==> config.mk <==
export PLATFORM = sky130hd
export DESIGN_NAME = byte_pattern_search
export DESIGN_NICKNAME = d
export VERILOG_FILES = /design/src/rtl/core/bps_pkg.sv /design/src/rtl/core/bps_window.sv /design/src/rtl/core/bps_match.sv /design/src/rtl/core/byte_pattern_search.sv
export SDC_FILE = /design/constraint.sdc
export NUM_CORES = 1
export LEC_CHECK = 0
export BUFFER_PORTS_ARGS = -buffer_cell sky130_fd_sc_hd__buf_2
export CORE_UTILIZATION = 30
export CTS_CLUSTER_SIZE = 40
export DETAILED_ROUTE_END_ITERATION = 6
export HOLD_SLACK_MARGIN = 0.08
export PLACE_DENSITY = 0.5
export SLEW_MARGIN = 10
export SYNTH_ARGS = -nofsm -noshare
export SYNTH_HDL_FRONTEND = slang
export SYNTH_SLANG_ARGS = --single-unit
==> constraint.sdc <==
create_clock -name clk_i -period 15.05 [get_ports clk_i]
set_clock_uncertainty 0.05 [all_clocks]
set_input_delay 4.515 -clock clk_i [delete_from_list [all_inputs] [get_ports clk_i]]
set_output_delay 4.515 -clock clk_i [all_outputs]
set_load 0.01 [all_outputs]
==> src/rtl/core/bps_pkg.sv <==
// ----------------------------------------------------------------------------
// bps_pkg
// Shared widths and register index codes for the byte pattern search block.
// ----------------------------------------------------------------------------
package bps_pkg;

  localparam int unsigned PATTERN_W    = 64;
  localparam int unsigned LEN_CFG_W    = 4;
  localparam int unsigned ADDR_W       = 64;
  localparam int unsigned OFFSET_OUT_W = 32;
  localparam int unsigned CFG_DATA_W   = 64;
  localparam int unsigned CFG_IDX_W    = 2;

  typedef enum logic [CFG_IDX_W-1:0] {
    CFG_PATTERN_VALUE  = 2'd0,
    CFG_PATTERN_LENGTH = 2'd1,
    CFG_REGION_BASE    = 2'd2
  } cfg_idx_e;

endpackage

==> src/rtl/core/bps_window.sv <==
// ----------------------------------------------------------------------------
// bps_window
// Input stage: history window, byte counter and the registered compare snapshot.
// ----------------------------------------------------------------------------
module bps_window #(
  parameter int unsigned MAX_PATTERN_BYTES = 8,
  parameter int unsigned OFFSET_BITS       = 32
) (
  input  logic                                clk_i,
  input  logic                                rst_ni,
  input  logic                                in_valid_i,
  output logic                                in_stall_o,
  input  logic [7:0]                          data_byte_i,
  input  logic                                end_of_region_i,
  output logic                                s1_valid_o,
  input  logic                                s1_ready_i,
  output logic [MAX_PATTERN_BYTES-1:0][7:0]   s1_bytes_o,
  output logic [OFFSET_BITS-1:0]              s1_pos_o
);

  logic                              accept;
  logic                              s1_valid_q, s1_valid_d;
  logic [MAX_PATTERN_BYTES-1:0][7:0] s1_bytes_q, s1_bytes_d;
  logic [OFFSET_BITS-1:0]            s1_pos_q;
  logic [OFFSET_BITS-1:0]            cnt_q, cnt_d;

  assign in_stall_o = s1_valid_q & ~s1_ready_i;
  assign accept     = in_valid_i & ~in_stall_o;

  // count restarts after the region's last byte, saturates at all ones
  always_comb begin
    cnt_d = cnt_q;
    if (accept) begin
      if (end_of_region_i) begin
        cnt_d = '0;
      end else if (cnt_q != '1) begin
        cnt_d = cnt_q + 1'b1;
      end
    end
  end

  if (MAX_PATTERN_BYTES > 1) begin : g_hist
    localparam int unsigned WinD = MAX_PATTERN_BYTES - 1;
    logic [WinD-1:0][7:0] win_q, win_d;

    always_comb begin
      win_d = win_q;
      if (accept) begin
        if (end_of_region_i) begin
          win_d = '0;
        end else begin
          win_d[0] = data_byte_i;
          for (int k = 1; k < WinD; k++) begin
            win_d[k] = win_q[k-1];
          end
        end
      end
    end

    always_ff @(posedge clk_i or negedge rst_ni) begin
      if (!rst_ni) begin
        win_q <= '0;
      end else begin
        win_q <= win_d;
      end
    end

    assign s1_bytes_d = {win_q, data_byte_i};
  end else begin : g_no_hist
    assign s1_bytes_d = data_byte_i;
  end

  always_comb begin
    s1_valid_d = s1_valid_q;
    if (accept) begin
      s1_valid_d = 1'b1;
    end else if (s1_ready_i) begin
      s1_valid_d = 1'b0;
    end
  end

  always_ff @(posedge clk_i or negedge rst_ni) begin
    if (!rst_ni) begin
      s1_valid_q <= 1'b0;
      cnt_q      <= '0;
    end else begin
      s1_valid_q <= s1_valid_d;
      cnt_q      <= cnt_d;
    end
  end

  always_ff @(posedge clk_i) begin
    if (accept) begin
      s1_bytes_q <= s1_bytes_d;
      s1_pos_q   <= cnt_q;
    end
  end

  assign s1_valid_o = s1_valid_q;
  assign s1_bytes_o = s1_bytes_q;
  assign s1_pos_o   = s1_pos_q;

  a_hold_snapshot: assert property (@(posedge clk_i) disable iff (!rst_ni)
    s1_valid_q && !s1_ready_i |=> s1_valid_q && $stable(s1_pos_q))
    else $error("stalled snapshot lost or changed");

  a_region_restart: assert property (@(posedge clk_i) disable iff (!rst_ni)
    accept && end_of_region_i |=> cnt_q == '0)
    else $error("byte count not cleared after last byte");

  a_count_step: assert property (@(posedge clk_i) disable iff (!rst_ni)
    accept && !end_of_region_i && cnt_q != '1 |=>
      cnt_q == OFFSET_BITS'($past(cnt_q) + 1'b1))
    else $error("byte count did not advance");

endmodule

==> src/rtl/core/bps_match.sv <==
// ----------------------------------------------------------------------------
// bps_match
// Result stage: parallel window compare, offset/address math, result register.
// ----------------------------------------------------------------------------
module bps_match #(
  parameter int unsigned MAX_PATTERN_BYTES = 8,
  parameter int unsigned OFFSET_BITS       = 32,
  localparam int unsigned LenW = $clog2(MAX_PATTERN_BYTES + 1)
) (
  input  logic                                clk_i,
  input  logic                                rst_ni,
  input  logic                                s1_valid_i,
  output logic                                s1_ready_o,
  input  logic [MAX_PATTERN_BYTES-1:0][7:0]   s1_bytes_i,
  input  logic [OFFSET_BITS-1:0]              s1_pos_i,
  input  logic [bps_pkg::PATTERN_W-1:0]       pattern_i,
  input  logic [LenW-1:0]                     len_i,
  input  logic [bps_pkg::ADDR_W-1:0]          base_i,
  output logic                                out_valid_o,
  input  logic                                out_stall_i,
  output logic [bps_pkg::OFFSET_OUT_W-1:0]    start_offset_o,
  output logic [bps_pkg::ADDR_W-1:0]          match_address_o
);

  localparam int unsigned IdxW = (MAX_PATTERN_BYTES > 1) ? $clog2(MAX_PATTERN_BYTES) : 1;

  logic [MAX_PATTERN_BYTES-1:0] byte_ok;
  logic [bps_pkg::ADDR_W-1:0]   pos_inc, start;
  logic                         enough, hit, take;
  logic                         res_valid_q, res_valid_d;
  logic [bps_pkg::OFFSET_OUT_W-1:0] res_offset_q;
  logic [bps_pkg::ADDR_W-1:0]   res_addr_q;

  // pattern byte i lines up with the byte len-1-i positions back
  for (genvar i = 0; i < MAX_PATTERN_BYTES; i++) begin : g_cmp
    logic [LenW-1:0] lag;
    logic [7:0]      pat_b;
    logic [7:0]      win_b;

    assign lag   = len_i - LenW'(i) - LenW'(1);
    assign win_b = s1_bytes_i[lag[IdxW-1:0]];
    if (i < 8) begin : g_pat
      assign pat_b = pattern_i[i*8 +: 8];
    end else begin : g_zero
      assign pat_b = 8'h00;
    end
    assign byte_ok[i] = (LenW'(i) >= len_i) || (win_b == pat_b);
  end

  assign pos_inc = bps_pkg::ADDR_W'(s1_pos_i) + 1'b1;
  assign enough  = pos_inc >= bps_pkg::ADDR_W'(len_i);
  assign start   = pos_inc - bps_pkg::ADDR_W'(len_i);
  assign hit     = enough & (&byte_ok);

  assign s1_ready_o = ~res_valid_q | ~out_stall_i;
  assign take       = s1_valid_i & s1_ready_o;

  always_comb begin
    res_valid_d = res_valid_q;
    if (take) begin
      res_valid_d = hit;
    end else if (!out_stall_i) begin
      res_valid_d = 1'b0;
    end
  end

  always_ff @(posedge clk_i or negedge rst_ni) begin
    if (!rst_ni) begin
      res_valid_q <= 1'b0;
    end else begin
      res_valid_q <= res_valid_d;
    end
  end

  always_ff @(posedge clk_i) begin
    if (take && hit) begin
      res_offset_q <= start[bps_pkg::OFFSET_OUT_W-1:0];
      res_addr_q   <= base_i + start;
    end
  end

  assign out_valid_o     = res_valid_q;
  assign start_offset_o  = res_offset_q;
  assign match_address_o = res_addr_q;

  a_no_false_result: assert property (@(posedge clk_i) disable iff (!rst_ni)
    take && !hit |=> !res_valid_q)
    else $error("result raised without a match");

endmodule

==> src/rtl/core/byte_pattern_search.sv <==
// ----------------------------------------------------------------------------
// byte_pattern_search
// Sliding-window exact pattern match over a byte stream with region offsets.
// ----------------------------------------------------------------------------
// Pipeline: a byte is held in the snapshot register, then a hit in the result
//   register. Throughput: one byte per cycle unless in_stall_o is raised; the
//   whole window compare is one parallel level of byte comparators between them.
// Reset: window, byte count and pipeline valids clear; pattern_value and
//   region_base read zero, pattern_length reads 4 (clamped to the max).
// ----------------------------------------------------------------------------
module byte_pattern_search #(
  parameter int unsigned MAX_PATTERN_BYTES = 8,
  parameter int unsigned OFFSET_BITS       = 32
) (
  input  logic                                clk_i,
  input  logic                                rst_ni,
  // configuration writes
  input  logic                                cfg_we_i,
  input  logic [bps_pkg::CFG_IDX_W-1:0]       cfg_idx_i,
  input  logic [bps_pkg::CFG_DATA_W-1:0]      cfg_data_i,
  // byte requests
  input  logic                                in_valid_i,
  output logic                                in_stall_o,
  input  logic [7:0]                          data_byte_i,
  input  logic                                end_of_region_i,
  // match requests
  output logic                                out_valid_o,
  input  logic                                out_stall_i,
  output logic [bps_pkg::OFFSET_OUT_W-1:0]    start_offset_o,
  output logic [bps_pkg::ADDR_W-1:0]          match_address_o
);

  localparam int unsigned LenW = $clog2(MAX_PATTERN_BYTES + 1);
  // reset length of 4, clamped to what the window supports
  localparam int unsigned LenRst = (MAX_PATTERN_BYTES < 4) ? MAX_PATTERN_BYTES : 4;

  logic [bps_pkg::PATTERN_W-1:0]   pattern_q;
  logic [LenW-1:0]                 len_q, len_d;
  logic [bps_pkg::ADDR_W-1:0]      base_q;
  logic [bps_pkg::LEN_CFG_W-1:0]   len_raw;

  logic                              s1_valid, s1_ready;
  logic [MAX_PATTERN_BYTES-1:0][7:0] s1_bytes;
  logic [OFFSET_BITS-1:0]            s1_pos;

  // Clamp the length once at write time: zero acts as one, anything past
  // the window size acts as the window size.
  assign len_raw = cfg_data_i[bps_pkg::LEN_CFG_W-1:0];

  always_comb begin
    if (len_raw == '0) begin
      len_d = LenW'(1);
    end else if (8'(len_raw) > 8'(MAX_PATTERN_BYTES)) begin
      len_d = LenW'(MAX_PATTERN_BYTES);
    end else begin
      len_d = LenW'(len_raw);
    end
  end

  // Register file; writes must land only while the pipeline is drained (the user's
  // duty, not enforced by the block), as the compare stage reads these directly.
  always_ff @(posedge clk_i or negedge rst_ni) begin
    if (!rst_ni) begin
      pattern_q <= '0;
      len_q     <= LenW'(LenRst);
      base_q    <= '0;
    end else if (cfg_we_i) begin
      unique case (bps_pkg::cfg_idx_e'(cfg_idx_i))
        bps_pkg::CFG_PATTERN_VALUE:  pattern_q <= cfg_data_i;
        bps_pkg::CFG_PATTERN_LENGTH: len_q     <= len_d;
        bps_pkg::CFG_REGION_BASE:    base_q    <= cfg_data_i;
        default: ;
      endcase
    end
  end

  // Stage 1: shift the byte into the history and snapshot the full window
  // together with the byte's offset in the region.
  bps_window #(
    .MAX_PATTERN_BYTES (MAX_PATTERN_BYTES),
    .OFFSET_BITS       (OFFSET_BITS)
  ) u_window (
    .clk_i           (clk_i),
    .rst_ni          (rst_ni),
    .in_valid_i      (in_valid_i),
    .in_stall_o      (in_stall_o),
    .data_byte_i     (data_byte_i),
    .end_of_region_i (end_of_region_i),
    .s1_valid_o      (s1_valid),
    .s1_ready_i      (s1_ready),
    .s1_bytes_o      (s1_bytes),
    .s1_pos_o        (s1_pos)
  );

  // Stage 2: compare the snapshot, form start offset and address, and hold
  // a hit in the result register until it is taken.
  bps_match #(
    .MAX_PATTERN_BYTES (MAX_PATTERN_BYTES),
    .OFFSET_BITS       (OFFSET_BITS)
  ) u_match (
    .clk_i           (clk_i),
    .rst_ni          (rst_ni),
    .s1_valid_i      (s1_valid),
    .s1_ready_o      (s1_ready),
    .s1_bytes_i      (s1_bytes),
    .s1_pos_i        (s1_pos),
    .pattern_i       (pattern_q),
    .len_i           (len_q),
    .base_i          (base_q),
    .out_valid_o     (out_valid_o),
    .out_stall_i     (out_stall_i),
    .start_offset_o  (start_offset_o),
    .match_address_o (match_address_o)
  );

endmodule
==> results.md, run 1 <==
Run status:
- The flow ran to the end, and the final reports show no timing, DRC or antenna violations.

Yosys:
- For this run, asynchronously set or reset flops after synthesis account for between 50 and 60%.
- sky130_fd_sc_hd__edfxtp_1 takes more of the synthesized area than any other cell.
- For this run, the leading register cell type out of synthesis is sky130_fd_sc_hd__dfrtp_1.
- In the synthesized netlist, the number of instances is approximately 2000.
- The synthesized netlist devotes a little under a tenth of its cell area to compound gates.
- The flip-flop and latch count after synthesis is between 400 and 500.
- The average cell area after synthesis is roughly 12 um2.
- Of the synthesized area, sequential elements account for between 40 and 50%.
- Sorting the synthesized cells by how often they occur yields sky130_fd_sc_hd__dfrtp_1 (221), sky130_fd_sc_hd__nand2_1 (210), sky130_fd_sc_hd__edfxtp_1 (192).
- The largest family of logic cells by synthesized area is multiplexers.
- The area fraction in and, or, nand and nor cells after synthesis is between 10% and 20%.
- The area fraction of the dominant cell type after synthesis is between 20% and 30%.
- Yosys printed 0 warnings.
- Yosys instantiated no cell more often than sky130_fd_sc_hd__dfrtp_1.
- The synthesized area is about 24000 um2.
- Multiplexer cells account for 16.3% of the synthesized area.
- Counting flops with a built-in enable in the synthesized netlist gives between 150 and 200.
- The share of synthesized cell area in full adder, half adder and majority cells is 4.17%.
- In the post-synthesis netlist, the biggest area contributors are sky130_fd_sc_hd__edfxtp_1 (24%), sky130_fd_sc_hd__dfrtp_1 (23%), sky130_fd_sc_hd__mux4_2 (7.4%), sky130_fd_sc_hd__mux2_2 (6.2%), sky130_fd_sc_hd__xnor2_1 (4.5%).
- The net count after synthesis is between 2000 and 2500.
- Yosys mapped the design onto between 80 and 90 distinct sky130hd cell types.
- The synthesized-area fraction occupied by xor and xnor cells is 8.66%.

Final layout:
- The count of nets after finishing is roughly 2300.
- The share of final-layout standard cells stronger than drive strength 1 is approximately a quarter.
- The layout overhead on the synthesized area is 15.2%.

Critical path:
- Data on the critical path is required at its endpoint by roughly 10 ns.
- The maximum net fanout on the critical path is 3.
- The first element of the critical path is out_stall_i.
- Across all register-to-register paths, the minimum setup slack is 7.80 ns.
- The endpoint type of the worst setup path is an output pin.
- The startpoint type of the worst setup path is an input port.
- The most critical setup path has its endpoint at in_stall_o.
- The startpoint identified for the worst register-to-register timing path is len_q[2].
- The data arrival time of the critical path is 4.97 ns.
- The endpoint identified for the worst register-to-register timing path is u_match.match_address_o[62].
- The worst setup path is of the input port to output pin kind.
- The number of cells traversed by the worst register-to-register path is 21.

STA:
- Setup repair after global routing left no endpoint under its margin.
- The tightest slew margin relative to the limit is a little under a third.
- The upper clock frequency limit is 0.105 GHz.
- For the pin with the worst max-slew slack, the measured transition is 1.04 ns.
- Setup violations remaining at the end of the flow were counted as 0.
- The summed negative setup slack over all endpoints is 0 ns.
- In the finished design, the share of the clock period the worst path needs comes to 63.4%.
- Once routing completed, OpenROAD measured the worst setup slack at 5.51 ns.
- The worst path in the final design needs a cycle of ~9.5 ns, including I/O delays and setup.
- The final number of max-transition violations was 0.
- The hold violation total from the final report was 0.

Detailed routing:
- The total routed wirelength is a little under 70000 um.
- The first detailed-routing pass ran for 5 iterations.
- After detailed routing, the number of remaining DRC violations is 0.
- The number of vias in the routed layout is between 15000 and 20000.
- The detail-routed via count per cell is 5.14.
- The count of nets left with antenna violations once routing finished came out at 0.
- The average routed wire per standard cell is between 20 and 25 um.
- The violation count after the first detailed-route iteration is 1219.

GRT:
- The number of global-route vias before repair was ~17000.
- The global-route wire length before repair is around 110000 um.
- Global routing used roughly 17% of the available tracks across all layers.
- In the global route stage, met2 resource usage came out at between 20% and 30%.
- The largest net degree at the start of global routing is around 160.
- The initial antenna violation count came to 13.
- The met3 track demand over resource is under 10%.
- Summed over all layers, the global routing overflow is 0.
- The met1 global-route usage is between 20% and 30%.
- The layer with the highest usage is met2.

Placement:
- Before CTS, the worst setup slack after placement is around 5.5 ns.
- During placement, the flow inserted port buffers numbering 177.
- Routability-driven placement finished with a final weighted congestion of just under 0.9.
- The detailed-placement wirelength estimate is roughly 53000 um.

Clock tree:
- In this run the number of H-tree levels came out at 2.
- The worst-skew pair later-pin latency is between 0.5 and 0.6 ns.
- TritonCTS built the clock tree.
- After clock tree synthesis, the setup repair step added 0 buffers.
- The tree built by TritonCTS fans out to around 410 sinks.
- Clock tree synthesis inserted a total of 49 buffers.
- In this run the deepest clock path goes through 3 buffers.
- The CTS root buffer is sky130_fd_sc_hd__clkbuf_16.
- The post-cts hold buffer count is 0.
- Post-CTS repair changed the size of 0 cells.
- The post-CTS clock slew at the launch and capture registers of the worst setup and hold paths is roughly 0.060 ns.

Job:
- The tool flagged a number of max-cap violations equal to 0.

Power:
- The maximum ir drop on the vdd rail is between 90 and 100 uV.
- For this design the static power due to leakage is 10.8 nW.
- The total power density per cell area is 130 nW/um2.

Worst hold path:
- The type of the worst min-delay path is flip-flop to flip-flop.
- The beginning of the worst hold path is u_window.g_hist.win_q[51].
- The number of cells traversed by the worst hold path is 0.

Floorplan:
- The total area inside the core boundary comes to 77800 um2.
- The floorplan has about 100 rows.
- The floorplan die height is roughly 280 um.
- Pin placement for this block handled between 150 and 200 I/O pins.
- The floorplan step defined a die boundary enclosing approximately 80000 um2.
- For this configuration, the core starts out at a cell density of 30.5%.
- The die span in x is 283 um.
==> flip-flops by register name, summed over array words and instances, names as in the netlist <==
name,cells
pattern_q,64
u_window.s1_valid_o,1
u_window.cnt_q,32
len_q,4
u_match.match_address_o,64
u_match.start_offset_o,32
u_match.out_valid_o,1
base_q,64
u_window.s1_pos_o,32
u_window.s1_bytes_o,64
u_window.g_hist.win_q,56
==> placed cells by master (no fill, tap or decap), types with 12 or more instances in the layout <==
| cell | n |
|---|---|
| sky130_fd_sc_hd__nand3_1 | 46 |
| sky130_fd_sc_hd__a21oi_1 | 83 |
| sky130_fd_sc_hd__mux2i_1 | 64 |
| sky130_fd_sc_hd__dfrtp_1 | 219 |
| sky130_fd_sc_hd__and3_1 | 16 |
| sky130_fd_sc_hd__nand2_1 | 209 |
| sky130_fd_sc_hd__buf_2 | 176 |
| sky130_fd_sc_hd__mux4_2 | 78 |
| sky130_fd_sc_hd__ha_1 | 75 |
| sky130_fd_sc_hd__o21bai_1 | 13 |
| sky130_fd_sc_hd__edfxtp_1 | 192 |
| sky130_fd_sc_hd__inv_1 | 27 |
| sky130_fd_sc_hd__nand4_1 | 56 |
| sky130_fd_sc_hd__a31oi_1 | 16 |
| sky130_fd_sc_hd__a21o_1 | 43 |
| sky130_fd_sc_hd__clkbuf_16 | 54 |
| sky130_fd_sc_hd__nand2b_1 | 12 |
| sky130_fd_sc_hd__xor2_1 | 105 |
| sky130_fd_sc_hd__nor3_1 | 36 |
| sky130_fd_sc_hd__clkbuf_1 | 15 |
| sky130_fd_sc_hd__mux2_2 | 131 |
| sky130_fd_sc_hd__o21ai_0 | 113 |
| sky130_fd_sc_hd__buf_4 | 15 |
| sky130_fd_sc_hd__xnor2_1 | 123 |
| sky130_fd_sc_hd__nor2_1 | 109 |
==> cell families (layout without fill, tap and decap cells) <==
group,after synthesis,count (layout)
mux,273,273
xor+xnor,231,231
simple gates,568,568
compound gates,347,347
flops,414,414
fa+ha+maj,78,78
other cells,0,4
buf+inv,129,314
==> worst min-delay path by stage <==
stage	to	slack, ns
CTS	u_window.s1_bytes_o[59]	0.38
finish	u_window.s1_bytes_o[59]	0.38
floorplan	u_window.s1_bytes_o[56]	0.37
global placement	u_window.s1_bytes_o[58]	0.38
global route	u_window.s1_bytes_o[59]	0.38
detailed placement	u_window.s1_bytes_o[59]	0.38
==> stage by stage <==
step / cell area, um2 / instances / util, % / power [mW] / hold slack [ns]
2_1_floorplan: 23800 / 2040 / - / 2.06 / 0.375
3_3_place_gp: 25700 / 3173 / 33.0 / 2.34 / 0.381
3_5_place_dp: 25700 / 3173 / 33.0 / 2.35 / 0.382
4_1_cts: 27400 / 3265 / 35.2 / 3.61 / 0.379
5_1_grt: 27400 / 3267 / 35.2 / 3.73 / 0.379
6_report: 27400 / 3269 / 35.2 / 3.56 / 0.380
==> critical path, stage by stage <==
cell                      delay (ns)
sky130_fd_sc_hd__buf_2          0.10
sky130_fd_sc_hd__nand3_1        0.14
sky130_fd_sc_hd__inv_1          0.09
sky130_fd_sc_hd__buf_2          0.12
==> layout make-up <==
cell class / instances / area [um2]
Antenna cell: 4 / 10.0
Clock buffer: 77 / 1520
Clock inverter: 15 / 174
Fill cell: 7756 / 50500
Inverter: 29 / 110
Multi-Input combinational cell: 1497 / 11900
Sequential cell: 414 / 11300
Tap cell: 1040 / 1300
Timing Repair Buffer: 193 / 1030
==> where the power goes <==
part	total (mW)	leakage [nW]	switching (mW)	internal, mW
clock network	1.23	0.825	0.485	0.747
logic	0.902	5.35	0.502	0.400
registers	1.42	4.65	0.111	1.31
total	3.56	10.8	1.10	2.46
==> routing by layer <==
metal	routed length [um]	vias up
li1	-	7870
met1	31400	8401
met2	32500	399
met3	3150	115
met4	1610	12
met5	73	-
Note: power is estimated with default switching activity, not from simulation.
==> inputs of run 2 (changes only) <==
- ABC_AREA: unset -> 1
- PLACE_DENSITY: 0.5 -> 0.51
- clock period: 15.05 -> 8.7 ns (I/O delays scaled with it)
==> run 2 against run 1 <==
  * Die area grew 4.9%
  * Via count grew 31%
  * Final cell count grew 38%
==> results.md, run 2 <==
Yosys:
- Of the total synthesized cell area, the portion taken by AND, OR, NAND and NOR gates is about 30%.
- After synthesis, the largest family of logic cells by area is simple AND/OR/NAND/NOR gates.
- The proportion of synthesized area in mux cells is 0%.
- The synthesized design contains 192 enable-type register cells.
- The number of different library cells used by synthesis comes to 49.
- In this run the cell area of the synthesized design comes to 24900 um2.
- The commonest cells after synthesis are sky130_fd_sc_hd__nand2_1 (1019), sky130_fd_sc_hd__nand3_1 (376), sky130_fd_sc_hd__inv_1 (351).
- Synthesis produced ~3300 cells.
- The flip-flop and latch count after synthesis is approximately 410.
- The share of synthesized cell area in full adder, half adder and majority cells is under 10%.
- Ranked by total cell area, the synthesized netlist is headed by sky130_fd_sc_hd__edfxtp_1 (23%), sky130_fd_sc_hd__dfrtp_1 (22%), sky130_fd_sc_hd__nand2_1 (15%), sky130_fd_sc_hd__nand3_1 (7.5%), sky130_fd_sc_hd__inv_1 (5.3%).
- sky130_fd_sc_hd__edfxtp_1 takes more of the synthesized area than any other cell.
- Averaged over all synthesized cells, the footprint is approximately 7.7 um2.
- The net count after synthesis is between 3000 and 4000.
- The synthesis warning total is 0.
- Summing the areas of all compound-gate instances in the mapped netlist gives approximately a tenth of the synthesized area.
- Of the post-synthesis cell area, the dominant cell type holds a little under a quarter.
- Summing the sequential cell areas from Yosys gives between 40 and 50% of the chip area.
- Counting flops with an async set or reset pin after synthesis yields a share of between 50% and 60%.
- The cell with the most instances after synthesis is sky130_fd_sc_hd__nand2_1.
- Among all flip-flop cells after synthesis, the most frequent one is sky130_fd_sc_hd__dfrtp_1.
- Of the total synthesized cell area, the portion taken by XOR and XNOR cells is under 10%.

STA:
- The minimum clock period is slightly above 6 ns.
- Based on the critical path, the design can be clocked at up to around 0.16 GHz.
- The tightest slew margin relative to the limit is 30.8%.
- For the pin with the worst max-slew slack, the measured transition is 1.04 ns.
- Setup repair after global routing left no endpoint under its margin.
- The total setup violations reported at the end of the flow is 0.
- The post-route worst setup slack is about 2.6 ns.
- The hold violation total from the final report was 0.
- The final number of max-transition violations came to 0.
- After layout, the worst path uses between 70% and 80% of the clock period.
- The summed negative setup slack over all endpoints is 0 ns.

Final layout:
- The design area is ~29000 um2.
- The layout overhead on the synthesized area is 14.4%.
- The most common library cell in the layout ignoring fill and taps is sky130_fd_sc_hd__nand2_1.
- In the layout the commonest cells are sky130_fd_sc_hd__nand2_1 (1018), sky130_fd_sc_hd__nand3_1 (374), sky130_fd_sc_hd__inv_1 (349).
- The number of cells in the finished layout apart from fillers is roughly 4500.
- The net count of the finished layout is between 3000 and 4000.
- Of the cells placed in the final design, the portion with a size suffix greater than 1 is ~9.1%.

GRT:
- The global-route usage over all layers is 20.0%.
- The global-route wire length before repair is 129000 um.
- For this run the aggregate overflow at the end of global routing stands at 0.
- The largest net degree at the start of global routing is around 110.
- The initial antenna violation count was 4.
- The number of global-route vias before repair is between 20000 and 25000.

Critical path:
- Data on the critical path is required at its endpoint by 8.95 ns.
- The setup path with the least slack is of type flip-flop to flip-flop.
- For this design, the slowest cell found on the critical path is sky130_fd_sc_hd__dfstp_2.
- The maximum net fanout on the critical path is 30.
- The most numerous cell type found on the critical path is sky130_fd_sc_hd__a21oi_1.
- The startpoint type of the worst setup path is a flip-flop.
- The delay contributed by the slowest stage of the critical path is 0.81 ns.
- Traced cell by cell, the critical path runs through inv_1, ha_1, a21oi_1, o21ai_0, nand2_1, nand3_1, nor2_1, nand2_2, nor3_4, nand3_1, inv_1, ha_1, a21oi_1, inv_1, a31oi_1, o21ai_0, a21oi_1, nand3_1, a21oi_1, xnor2_1.
- The data arrival time of the critical path is between 6 and 7 ns.
- The worst-case register-to-register setup slack is roughly 2.6 ns.
- The worst setup path is captured at a flip-flop.

Placement:
- The number of port buffers is ~180.
- The placed instance count is 4430.
- The post-placement worst setup slack is 2.65 ns.
- The weighted congestion at the end of routability-driven global placement is roughly 0.94.
- The detailed-placement wirelength estimate is 67800 um.
- The post-detailed-placement cell area is 27000 um2.

Detailed routing:
- Across all layers, the routed design uses 22041 vias.
- The detailed-router iteration count before antenna repair is 5.
- The total routed wirelength is 85200 um.
- In this run, the number of DRC markers left after iteration 0 of detailed routing was slightly below 2000.
- After detailed routing, the average wire length per cell comes to between 15 and 20 um.
- Using the TritonRoute via totals, the vias-per-cell ratio works out to 4.87.
- Once detail routing completed, the nets flagged for antenna violations numbered 0.
- For this run, design rule violations remaining after detail routing come to 0.

Power:
- The fraction of power consumed by sequential logic is approximately 40%.
- The combinational share of power is about 27%.
- The maximum ir drop on the vdd rail is about 150 uV.
- For this design the static power due to leakage is about 13 nW.
- The fraction of power spent switching nets is between 30 and 40%.
- The clock share of power is approximately 33%.
- Power spread over the standard cell area amounts to 210 nW/um2.
- Summed over all nets, the switching power comes to 2.12 mW.
- The cell-internal power is roughly 3.9 mW.

Run status:
- The flow ran to the end, and the final reports show no timing, DRC or antenna violations.

Clock tree:
- The clock net in this run drives a total of 414 sinks.
- After clock tree synthesis, the clock-pin slew on the worst setup and hold paths is 0.06 ns.
- The number of buffers created by CTS is 48.
- The post-cts hold buffer count is 0.
- The TritonCTS clock tree is done.
- The count of cells resized by post-cts repair is 0.
- In this run the clock root is driven by a sky130_fd_sc_hd__clkbuf_16.
- The post-CTS repair timing setup buffer count is 0.
- The clock passes through at most 3 buffers.
- The H-tree depth is 2.
- For the worst-skew pair, the clock arrives at the later sink with an insertion delay of 0.60 ns.

Worst hold path:
- The type of the worst min-delay path is flip-flop to flip-flop.

Floorplan:
- The total I/O pin count is 178.
- The area of the die is roughly 84000 um2.
- The effective utilization at floorplan is between 30 and 40%.
- The die is about 290 um wide.
- The die is slightly below 300 um tall.
- Row generation in the floorplan step produced about 110 rows.
- The area of the core is between 80000 and 90000 um2.

Job:
- The max-cap check violation count is 0.
[run 2: cell count changes in the layout (fill, tap and decap cells not counted), moves of 64 or more]
| cell | previous run | this run |
|---|---|---|
| sky130_fd_sc_hd__xnor2_1 | 123 | 35 |
| sky130_fd_sc_hd__o21ai_0 | 113 | 247 |
| sky130_fd_sc_hd__nor2_1 | 109 | 219 |
| sky130_fd_sc_hd__mux2i_1 | 64 | 0 |
| sky130_fd_sc_hd__nand2_1 | 209 | 1018 |
| sky130_fd_sc_hd__nand3_1 | 46 | 374 |
| sky130_fd_sc_hd__mux4_2 | 78 | 0 |
| sky130_fd_sc_hd__mux2_2 | 131 | 0 |
| sky130_fd_sc_hd__inv_1 | 27 | 349 |
[run 2: final timing paths]
check	from	endpoint	cells past startpoint
max	len_q[2]	u_match.match_address_o[53]	20
min	u_window.g_hist.win_q[50]	u_window.s1_bytes_o[58]	0
max reg2reg	len_q[2]	u_match.match_address_o[53]	20
min reg2reg	u_window.g_hist.win_q[50]	u_window.s1_bytes_o[58]	0
max in group asynchronous	rst_ni	u_window.g_hist.win_q[10]	2
min in group asynchronous	rst_ni	base_q[22]	1
[run 2: routing by layer]
| metal | part of all wire (%) | up-vias | GRT usage [%] | wire [um] |
|---|---|---|---|---|
| met3 | 6.2 | 116 | 3.56 | 5250 |
| met1 | 49 | 10176 | 29.1 | 41400 |
| met5 | 0.046 | - | 0 | 39 |
| met4 | 2.8 | 6 | 5.75 | 2370 |
| li1 | - | 11105 | - | - |
| met2 | 42 | 638 | 30.1 | 36200 |
[run 2: metrics by stage]
| stage | hold slack (ns) | utilization, % | power (mW) |
|---|---|---|---|
| CTS | 0.396 | 34.8 | 6.03 |
| finish | 0.392 | 34.8 | 5.98 |
| global placement | 0.377 | 32.9 | 4.02 |
| detailed placement | 0.382 | 32.9 | 4.01 |
| global route | 0.401 | 34.8 | 6.31 |
| floorplan | 0.375 | - | 3.44 |
[run 2: cells by family after synthesis]
group	after synthesis
simple gates	1758
buf+inv	454
compound gates	453
flops	414
xor+xnor	102
fa+ha+maj	78
[run 2: power by group through the flow]
stage | clock, mW | sequential (mW) | combinational, mW
6_report | 1.98 | 2.38 | 1.62
5_1_grt | 2.10 | 2.39 | 1.82
2_1_floorplan | 0 | 2.33 | 1.11
3_5_place_dp | 0 | 2.41 | 1.60
4_1_cts | 2.04 | 2.38 | 1.61
3_3_place_gp | 0 | 2.42 | 1.60
[run 2: critical path: cells and delay by family (launching register included)]
kind | cells | cell delay (ns)
buf+inv | 3 | 1.32
fa+ha+maj | 2 | 0.98
xor+xnor | 1 | 0.13
compound gates | 7 | 1.39
flops | 1 | 0.81
simple gates | 7 | 1.13
[run 2: final cells by class]
class                      instances  area, um2
antenna                            3       7.51
clock buffer                      64       1370
clock inverter                    26        185
fill                            8699      53600
inverter                         358       1350
multi-input combinational       2391      11900
sequential                       414      11300
tap                             1070       1340
timing repair buffer             197       1060
